## config.mk

```make
export PLATFORM = sky130hd
export DESIGN_NAME = length_prefixed_deframer
export DESIGN_NICKNAME = d
export VERILOG_FILES = /design/src/rtl/core/ldf_pkg.sv /design/src/rtl/core/ldf_front.sv /design/src/rtl/core/ldf_queue.sv /design/src/rtl/core/ldf_back.sv /design/src/rtl/core/length_prefixed_deframer.sv
export SDC_FILE = /design/constraint.sdc
export NUM_CORES = 1
export LEC_CHECK = 0
export ABC_AREA = 1
export ABC_CLOCK_PERIOD_IN_PS = 6500
export BUFFER_PORTS_ARGS = -buffer_cell sky130_fd_sc_hd__buf_4
export CAP_MARGIN = 20
export CORE_MARGIN = 1.5
export CORE_UTILIZATION = 31
export DETAILED_ROUTE_END_ITERATION = 8
export PLACE_DENSITY = 0.45
export SLEW_MARGIN = 20
export SYNTH_ARGS = -nofsm -noshare
export SYNTH_HDL_FRONTEND = slang
export SYNTH_SLANG_ARGS = --single-unit
export TNS_END_PERCENT = 20
```

## constraint.sdc

```tcl
create_clock -name clk -period 6.5 [get_ports clk]
set_input_delay 0.65 -clock clk [delete_from_list [all_inputs] [get_ports clk]]
set_output_delay 0.65 -clock clk [all_outputs]
set_load 0.01 [all_outputs]
```

## src/rtl/core/ldf_pkg.sv

```systemverilog
// Shared types and constants of the length-prefixed deframer.
`default_nettype none
package ldf_pkg;

	localparam int HEADER_BYTES_DEF = 10;
	localparam int QUEUE_DEPTH = 4;
	localparam logic [15:0] MAX_LENGTH_RESET = 16'd8192;

	localparam logic REG_PROTOCOL_MARK = 1'b0;
	localparam logic REG_MAX_LENGTH = 1'b1;

	typedef enum logic [1:0] {
		KIND_BYTE,
		KIND_ERROR,
		KIND_BURST
	} kind_t;

	typedef struct packed {
		kind_t      kind;
		logic [7:0] data;
		logic       last;
	} entry_t;

endpackage
`default_nettype wire

```

## src/rtl/core/ldf_front.sv

```systemverilog
// Front end: takes stream bytes, collects and checks the header, queues work.
`default_nettype none
module ldf_front #(
	parameter int HEADER_BYTES = ldf_pkg::HEADER_BYTES_DEF
) (
	input  wire logic           clk,
	input  wire logic           arst_n,
	input  wire logic           valid,
	output logic                stall,
	input  wire logic [7:0]     byte_in,
	input  wire logic           chunk_end,
	input  wire logic [7:0]     protocol_mark,
	input  wire logic [15:0]    max_message_length,
	input  wire logic           q_full,
	output logic                q_push,
	output ldf_pkg::entry_t     q_entry,
	input  wire logic           burst_done,
	output logic                locked,
	output logic [7:0]          hdr [HEADER_BYTES]
);
	import ldf_pkg::*;

	localparam int CNT_W = $clog2(HEADER_BYTES);

	typedef enum logic [1:0] {
		PH_HEADER,
		PH_BODY,
		PH_DISCARD
	} phase_t;

	phase_t            phase_q;
	logic [CNT_W-1:0]  count_q;
	logic [15:0]       remaining_q;
	logic              lock_q;
	logic [7:0]        store_q [HEADER_BYTES];
	logic [7:0]        view [HEADER_BYTES];
	logic              accept;
	logic              hdr_done;
	logic [15:0]       len_lo;
	logic              hdr_bad;
	logic [15:0]       body_len;
	logic [15:0]       rem_dec;

	assign stall  = lock_q || q_full;
	assign accept = valid && !stall;
	assign locked = lock_q;
	assign hdr    = store_q;

	always_comb begin
		for (int i = 0; i < HEADER_BYTES; i++) begin
			view[i] = (CNT_W'(i) == count_q) ? byte_in : store_q[i];
		end
	end

	assign hdr_done = (count_q == CNT_W'(HEADER_BYTES - 1));
	assign len_lo   = {view[3], view[2]};
	assign hdr_bad  = (view[0] != protocol_mark) || (view[4] != 8'd0) || (view[5] != 8'd0)
		|| (len_lo < 16'(HEADER_BYTES)) || (len_lo > max_message_length);
	assign body_len = len_lo - 16'(HEADER_BYTES);
	assign rem_dec  = (remaining_q != 16'd0) ? remaining_q - 16'd1 : 16'd0;

	always_comb begin
		q_push        = 1'b0;
		q_entry.kind  = KIND_BYTE;
		q_entry.data  = byte_in;
		q_entry.last  = 1'b0;
		if (accept) begin
			unique case (phase_q)
				PH_BODY: begin
					q_push       = 1'b1;
					q_entry.last = (rem_dec == 16'd0);
				end
				PH_DISCARD: begin
					q_push = 1'b0;
				end
				default: begin
					if (hdr_done) begin
						q_push = 1'b1;
						if (hdr_bad) begin
							q_entry.kind = KIND_ERROR;
							q_entry.data = 8'd0;
						end else begin
							q_entry.kind = KIND_BURST;
							q_entry.last = (body_len == 16'd0);
						end
					end
				end
			endcase
		end
	end

	always_ff @(posedge clk) begin
		if (accept && (phase_q != PH_BODY) && (phase_q != PH_DISCARD)) begin
			store_q[count_q] <= byte_in;
		end
	end

	always_ff @(posedge clk or negedge arst_n) begin
		if (!arst_n) begin
			phase_q     <= PH_HEADER;
			count_q     <= '0;
			remaining_q <= '0;
			lock_q      <= 1'b0;
		end else begin
			if (burst_done) begin
				lock_q <= 1'b0;
			end
			if (accept) begin
				unique case (phase_q)
					PH_DISCARD: begin
						if (chunk_end) begin
							phase_q <= PH_HEADER;
							count_q <= '0;
						end
					end
					PH_BODY: begin
						remaining_q <= rem_dec;
						if (rem_dec == 16'd0) begin
							phase_q <= PH_HEADER;
							count_q <= '0;
						end
					end
					default: begin
						phase_q <= PH_HEADER;
						if (!hdr_done) begin
							count_q <= count_q + CNT_W'(1);
						end else begin
							count_q <= '0;
							if (hdr_bad) begin
								phase_q <= chunk_end ? PH_HEADER : PH_DISCARD;
							end else begin
								remaining_q <= body_len;
								lock_q      <= 1'b1;
								phase_q     <= (body_len != 16'd0) ? PH_BODY : PH_HEADER;
							end
						end
					end
				endcase
			end
		end
	end

endmodule
`default_nettype wire

```

## src/rtl/core/ldf_queue.sv

```systemverilog
// Short register queue between the front end and the back end.
`default_nettype none
module ldf_queue (
	input  wire logic           clk,
	input  wire logic           arst_n,
	input  wire logic           push,
	input  wire ldf_pkg::entry_t push_entry,
	output logic                full,
	input  wire logic           pop,
	output logic                head_valid,
	output ldf_pkg::entry_t     head
);
	import ldf_pkg::*;

	localparam int PTR_W = $clog2(QUEUE_DEPTH);

	entry_t            mem_q [QUEUE_DEPTH];
	logic [PTR_W-1:0]  wr_q;
	logic [PTR_W-1:0]  rd_q;
	logic [PTR_W:0]    count_q;
	logic              do_pop;

	assign full       = (count_q == (PTR_W + 1)'(QUEUE_DEPTH));
	assign head_valid = (count_q != '0);
	assign head       = mem_q[rd_q];
	assign do_pop     = pop && head_valid;

	always_ff @(posedge clk) begin
		if (push) begin
			mem_q[wr_q] <= push_entry;
		end
	end

	always_ff @(posedge clk or negedge arst_n) begin
		if (!arst_n) begin
			wr_q    <= '0;
			rd_q    <= '0;
			count_q <= '0;
		end else begin
			if (push) begin
				wr_q <= wr_q + PTR_W'(1);
			end
			if (do_pop) begin
				rd_q <= rd_q + PTR_W'(1);
			end
			if (push && !do_pop) begin
				count_q <= count_q + (PTR_W + 1)'(1);
			end else if (!push && do_pop) begin
				count_q <= count_q - (PTR_W + 1)'(1);
			end
		end
	end

endmodule
`default_nettype wire

```

## src/rtl/core/ldf_back.sv

```systemverilog
// Back end: drains the queue, plays out header bursts, drives the result register.
`default_nettype none
module ldf_back #(
	parameter int HEADER_BYTES = ldf_pkg::HEADER_BYTES_DEF
) (
	input  wire logic           clk,
	input  wire logic           arst_n,
	input  wire logic           head_valid,
	input  wire ldf_pkg::entry_t head,
	output logic                pop,
	input  wire logic [7:0]     hdr [HEADER_BYTES],
	output logic                burst_done,
	output logic                result_valid,
	input  wire logic           result_stall,
	output logic [7:0]          byte_out,
	output logic                message_last,
	output logic                header_error
);
	import ldf_pkg::*;

	localparam int CNT_W = $clog2(HEADER_BYTES);

	logic              out_valid_q;
	logic [7:0]        out_byte_q;
	logic              out_last_q;
	logic              out_err_q;
	logic [CNT_W-1:0]  idx_q;
	logic              out_free;
	logic              load;
	logic              idx_end;
	logic [7:0]        nxt_byte;
	logic              nxt_last;
	logic              nxt_err;

	assign out_free = !out_valid_q || !result_stall;
	assign load     = head_valid && out_free;
	assign idx_end  = (idx_q == CNT_W'(HEADER_BYTES - 1));

	always_comb begin
		nxt_byte   = head.data;
		nxt_last   = head.last;
		nxt_err    = 1'b0;
		pop        = load;
		burst_done = 1'b0;
		unique case (head.kind)
			KIND_BYTE: begin
				nxt_err = 1'b0;
			end
			KIND_ERROR: begin
				nxt_byte = 8'd0;
				nxt_last = 1'b0;
				nxt_err  = 1'b1;
			end
			KIND_BURST: begin
				nxt_byte   = hdr[idx_q];
				nxt_last   = head.last && idx_end;
				pop        = load && idx_end;
				burst_done = load && idx_end;
			end
			default: begin
				nxt_err = 1'b0;
			end
		endcase
	end

	always_ff @(posedge clk or negedge arst_n) begin
		if (!arst_n) begin
			out_valid_q <= 1'b0;
			out_byte_q  <= '0;
			out_last_q  <= 1'b0;
			out_err_q   <= 1'b0;
			idx_q       <= '0;
		end else begin
			if (load) begin
				out_valid_q <= 1'b1;
				out_byte_q  <= nxt_byte;
				out_last_q  <= nxt_last;
				out_err_q   <= nxt_err;
				if (head.kind == KIND_BURST) begin
					idx_q <= idx_end ? '0 : idx_q + CNT_W'(1);
				end
			end else if (!result_stall) begin
				out_valid_q <= 1'b0;
			end
		end
	end

	assign result_valid = out_valid_q;
	assign byte_out     = out_byte_q;
	assign message_last = out_last_q;
	assign header_error = out_err_q;

endmodule
`default_nettype wire

```

## src/rtl/core/length_prefixed_deframer.sv

```systemverilog
// Top level of the length-prefixed message deframer.
// Input channel: one stream byte per transfer (valid/stall, byte_in, chunk_end).
// Output channel: one result per transfer (result_valid/result_stall, byte_out,
// message_last, header_error). Registers are written through write_enable,
// reg_index and write_data: index 0 is the protocol mark, index 1 the maximum
// total message length.
// A body byte or an error result passes through the queue and then the result
// register before it can transfer out. Body bytes flow at one per cycle while
// neither the input nor the receiver stalls. A good header is played out as
// HEADER_BYTES results from the header registers, one per cycle while the
// receiver keeps up; the input is stalled from the transfer that completes the
// header until the last burst byte has been loaded into the result register.
// A four-entry queue separates the front end from the result register, so a
// stalled receiver backs up the queue first, then stalls the input.
// Reset empties the queue and the result register, clears the header position
// and returns the registers to mark 0 and maximum 8192.
`default_nettype none
module length_prefixed_deframer #(
	parameter int HEADER_BYTES = ldf_pkg::HEADER_BYTES_DEF
) (
	input  wire logic        clk,
	input  wire logic        arst_n,
	input  wire logic        valid,
	output logic             stall,
	input  wire logic [7:0]  byte_in,
	input  wire logic        chunk_end,
	output logic             result_valid,
	input  wire logic        result_stall,
	output logic [7:0]       byte_out,
	output logic             message_last,
	output logic             header_error,
	input  wire logic        write_enable,
	input  wire logic        reg_index,
	input  wire logic [15:0] write_data
);
	import ldf_pkg::*;

	logic [7:0]   protocol_mark_q;
	logic [15:0]  max_length_q;
	logic         q_full;
	logic         q_push;
	entry_t       q_entry;
	logic         q_pop;
	logic         head_valid;
	entry_t       head;
	logic         burst_done;
	logic         locked;
	logic [7:0]   hdr [HEADER_BYTES];

	always_ff @(posedge clk or negedge arst_n) begin
		if (!arst_n) begin
			protocol_mark_q <= '0;
			max_length_q    <= MAX_LENGTH_RESET;
		end else if (write_enable) begin
			unique case (reg_index)
				REG_PROTOCOL_MARK: protocol_mark_q <= write_data[7:0];
				REG_MAX_LENGTH:    max_length_q    <= write_data;
				default:           max_length_q    <= max_length_q;
			endcase
		end
	end

	ldf_front #(
		.HEADER_BYTES(HEADER_BYTES)
	) u_front (
		.clk               (clk),
		.arst_n            (arst_n),
		.valid             (valid),
		.stall             (stall),
		.byte_in           (byte_in),
		.chunk_end         (chunk_end),
		.protocol_mark     (protocol_mark_q),
		.max_message_length(max_length_q),
		.q_full            (q_full),
		.q_push            (q_push),
		.q_entry           (q_entry),
		.burst_done        (burst_done),
		.locked            (locked),
		.hdr               (hdr)
	);

	ldf_queue u_queue (
		.clk       (clk),
		.arst_n    (arst_n),
		.push      (q_push),
		.push_entry(q_entry),
		.full      (q_full),
		.pop       (q_pop),
		.head_valid(head_valid),
		.head      (head)
	);

	ldf_back #(
		.HEADER_BYTES(HEADER_BYTES)
	) u_back (
		.clk         (clk),
		.arst_n      (arst_n),
		.head_valid  (head_valid),
		.head        (head),
		.pop         (q_pop),
		.hdr         (hdr),
		.burst_done  (burst_done),
		.result_valid(result_valid),
		.result_stall(result_stall),
		.byte_out    (byte_out),
		.message_last(message_last),
		.header_error(header_error)
	);

	a_no_push_when_full: assert property (@(posedge clk) disable iff (!arst_n)
		q_push |-> !q_full)
		else $error("queue written while full");

	a_done_only_when_locked: assert property (@(posedge clk) disable iff (!arst_n)
		burst_done |-> locked)
		else $error("burst finished without a held header");

	a_error_result_clean: assert property (@(posedge clk) disable iff (!arst_n)
		(result_valid && header_error) |-> (byte_out == 8'd0 && !message_last))
		else $error("error result carries data");

endmodule
`default_nettype wire

```

==> flow_summary.ini <==
[critical_path]
crit_chain = nor2_2 > nand2_1 > o21ai_0 > inv_1 > ha_1 > nand2_1 > nor2_1 > nand4_1 > nor2_1 > nand2_1 > nand2_1 > nand2_1 > nand2_1 > inv_1 > nor2_4 > nor2_1
timing.critical_path.fanout_max = 14
cpMaxStageDelayCell = sky130_fd_sc_hd__dfrtp_1
critical_path_class = flop to flop
critPathMaxStageDelay_ns = 0.45
regToRegStartpoint = u_front.count_q[2]
critical-path-top-cell-by-count = sky130_fd_sc_hd__nand2_1
cp_data_required_time_ns = 6.66
timing.rr.end = u_queue.mem_q[3][4]
ff2ff_setup_slack_ns = 2.94
crit_path_start_kind = flop
r2r.worst_path.cells = 16
worst-endpoint-arrival_ns = 3.72
cp-end-kind = flop

[run]
maxCapViolCount = 0

[floorplanning]
area_of_the_die_um2 = 33700
chipWidth_um = 184
boundaryPins = 43
initial_utilization_pct = 31.8
die_height_um = 184
placeable_core_area_um2 = 31800
rows = 65

[detailed_routing]
drt-pass1-iter-count = 5
avgViaCountPerCell = 4.77
drt-total-wl_um = 27900
initialDrtViolationCount = 449
vias = 7798
post_drt_wl_per_cell_um = 17.0
drc_errors = 0
detail-route-antenna-nets = 0

[synthesis]
synth_area_per_cell_um2 = 8.78
postSynthNetCount = 1203
synth_cells = 1150
async_flop_share_pct = 35.8
synth_area_leader_cell = sky130_fd_sc_hd__edfxtp_1
synth-edff-count = 124
ys_seq_elements = 193
syn_area_um2 = 10100
synth.yosys.warnings = 0
synth.top_cells.by_count = 281 x sky130_fd_sc_hd__nand2_1, 134 x sky130_fd_sc_hd__inv_1, 124 x sky130_fd_sc_hd__edfxtp_1
synth_cell_type_count = 46
ys.flop_type = sky130_fd_sc_hd__edfxtp_1
synth.area.top_cells = sky130_fd_sc_hd__edfxtp_1 37%, sky130_fd_sc_hd__dfrtp_1 17%, sky130_fd_sc_hd__nand2_1 10%
synth.top_cell.area_share_pct = 36.9
synth_most_common_cell = sky130_fd_sc_hd__nand2_1
ys_seq_area_share_pct = 54.0

[cts]
holdBufCountCts = 0
cts_repair_resize_count = 0
cts.reportedPaths.clkPinSlew_ns = 0.07
cts_buffer_depth = 2
cts_buffers = 17
clock_sink_count = 193
post_cts.repair.setup_buffers = 0
clock_tree_from_tritoncts = built
clkLatencyLatePin_ns = 0.44
clock_tree.root_cell = sky130_fd_sc_hd__clkbuf_16
clock_tree.htree_level_count = 4

[hold_path]
worstHoldPathType = primary input to asynchronous set/reset pin

[status]
run_status = complete, no violations

[global_route]
antenna_found_initial = 0
track_usage_pct = 17.4
via_count_of_the_first_global_routing_pass = 7656
grt_first_pass_wirelength_um = 44400
grt_max_degree = 70
grt.overflow.total = 0

[power]
power.ir.vdd_worst_mv = 0.157
cellLeakagePower_nw = 4.97
total_power_mw = 2.46
powerDensity_nw_per_um2 = 215

[placement]
final_estimated_routing_congestion_in_global_placement = 0.831
port_buffers = 42
dp_hpwl_um = 20300

[timing]
max-slew-margin-rel_pct = 34.5
hold_violations = 0
period_share_pct = 54.8
setup_viol_count_final = 0
drv_slew = 0
fin_worst_skew_ns = 0.0124
setup_tns_ns = 0
rsz0062_at_grt = false
tightestPinTransition_ns = 0.982
max_freq_mhz = 281
min_period_ns = 3.56

[cells_and_area]
area_growth_pct = 13.2
fillers = 3321
post-route-util_pct = 36.0
drive_above_1_share_pct = 10.8
diodes = 0
nNetsFinal = 1240
[placed cells by master (no fill, tap or decap), types with 17 or more instances in the layout]
cell type                     n
sky130_fd_sc_hd__inv_1      134
sky130_fd_sc_hd__o21ai_0     81
sky130_fd_sc_hd__nand3_1     82
sky130_fd_sc_hd__nand2_1    281
sky130_fd_sc_hd__nand4_1     22
sky130_fd_sc_hd__nor2_1     119
sky130_fd_sc_hd__a21oi_1     42
sky130_fd_sc_hd__ha_1        21
sky130_fd_sc_hd__buf_4       51
sky130_fd_sc_hd__clkbuf_16   17
sky130_fd_sc_hd__dfrtp_1     68
sky130_fd_sc_hd__edfxtp_1   124
[sequential cells by signal, indices dropped and copies added (netlist names), 3 cells and up]
signal / flops
u_back.byte_out: 8
max_length_q: 16
u_queue.mem_q: 44
u_front.remaining_q: 16
protocol_mark_q: 8
u_front.count_q: 4
u_queue.count_q: 3
u_back.idx_q: 4
u_front.hdr: 80
[cell type report]
cell class                      instances  area [µm²]  share of cell area (%)
Sequential cell                       193        5450                    47.7
Multi-Input combinational cell        784        3990                    34.8
Tap cell                              435         544                    4.76
Inverter                              140         526                    4.59
Clock buffer                           18         429                    3.75
Timing Repair Buffer                   51         383                    3.35
Clock inverter                         14         120                    1.05
[per-stage QoR]
step / instance area, µm² / setup WS (ns) / hold WS, ns / instances
4_1_cts: 11400 / 2.91 / 0.397 / 1635
3_5_place_dp: 10900 / 2.92 / 0.475 / 1603
3_3_place_gp: 10900 / 2.99 / 0.473 / 1603
5_1_grt: 11400 / 2.58 / 0.423 / 1635
6_report: 11400 / 2.94 / 0.360 / 1635
2_1_floorplan: 10100 / 3.64 / 0.354 / 1150
[routing by layer]
| layer | wire length, µm | part of all wire [%] | GRT usage [%] | vias up |
|---|---|---|---|---|
| li1 | - | - | - | 3933 |
| met1 | 13700 | 49 | 24.3 | 3738 |
| met2 | 13100 | 47 | 28.3 | 114 |
| met3 | 826 | 3.0 | 2.67 | 13 |
| met4 | 274 | 0.98 | 4.13 | 0 |
| met5 | 0 | 0 | 0 | - |
[how the worst max path moves through the flow]
stage,end,cells past startpoint,start,slack [ns]
floorplan,u_queue.mem_q[0][1],17,u_front.count_q[2],3.64
global placement,u_queue.mem_q[3][5],16,u_front.count_q[2],2.99
detailed placement,u_queue.mem_q[1][5],16,u_front.count_q[2],2.92
CTS,u_queue.mem_q[3][4],16,u_front.count_q[2],2.91
global route,u_queue.mem_q[3][4],16,u_front.count_q[2],2.58
finish,u_queue.mem_q[3][4],16,u_front.count_q[2],2.94
[logic make-up after synthesis]
| family | Yosys count | synth area share [%] |
|---|---|---|
| buf+inv | 173 | 6.69 |
| mux | 2 | 0.223 |
| flops | 193 | 54.0 |
| xor+xnor | 15 | 1.30 |
| fa+ha+maj | 22 | 2.80 |
| compound gates | 182 | 10.6 |
| simple gates | 563 | 24.4 |
[critical path, delay by kind of cell, from the launching register on]
kind                     cells  cell delay [ns]
AND/OR/NAND/NOR             12             1.82
flip-flops                   1             0.45
AO/OA/AOI/OAI                1             0.44
adder cells (fa/ha/maj)      1             0.32
buffers and inverters        2             0.23
[where the power goes]
part           switching (mW)  leakage (nW)  internal [mW]  total, mW
registers              0.0123          1.98           1.32       1.34
clock network           0.511         0.270          0.504       1.02
logic                  0.0705          2.72         0.0387      0.109
total                   0.594          4.97           1.87       2.46
Power figures use the tool's default switching activity.
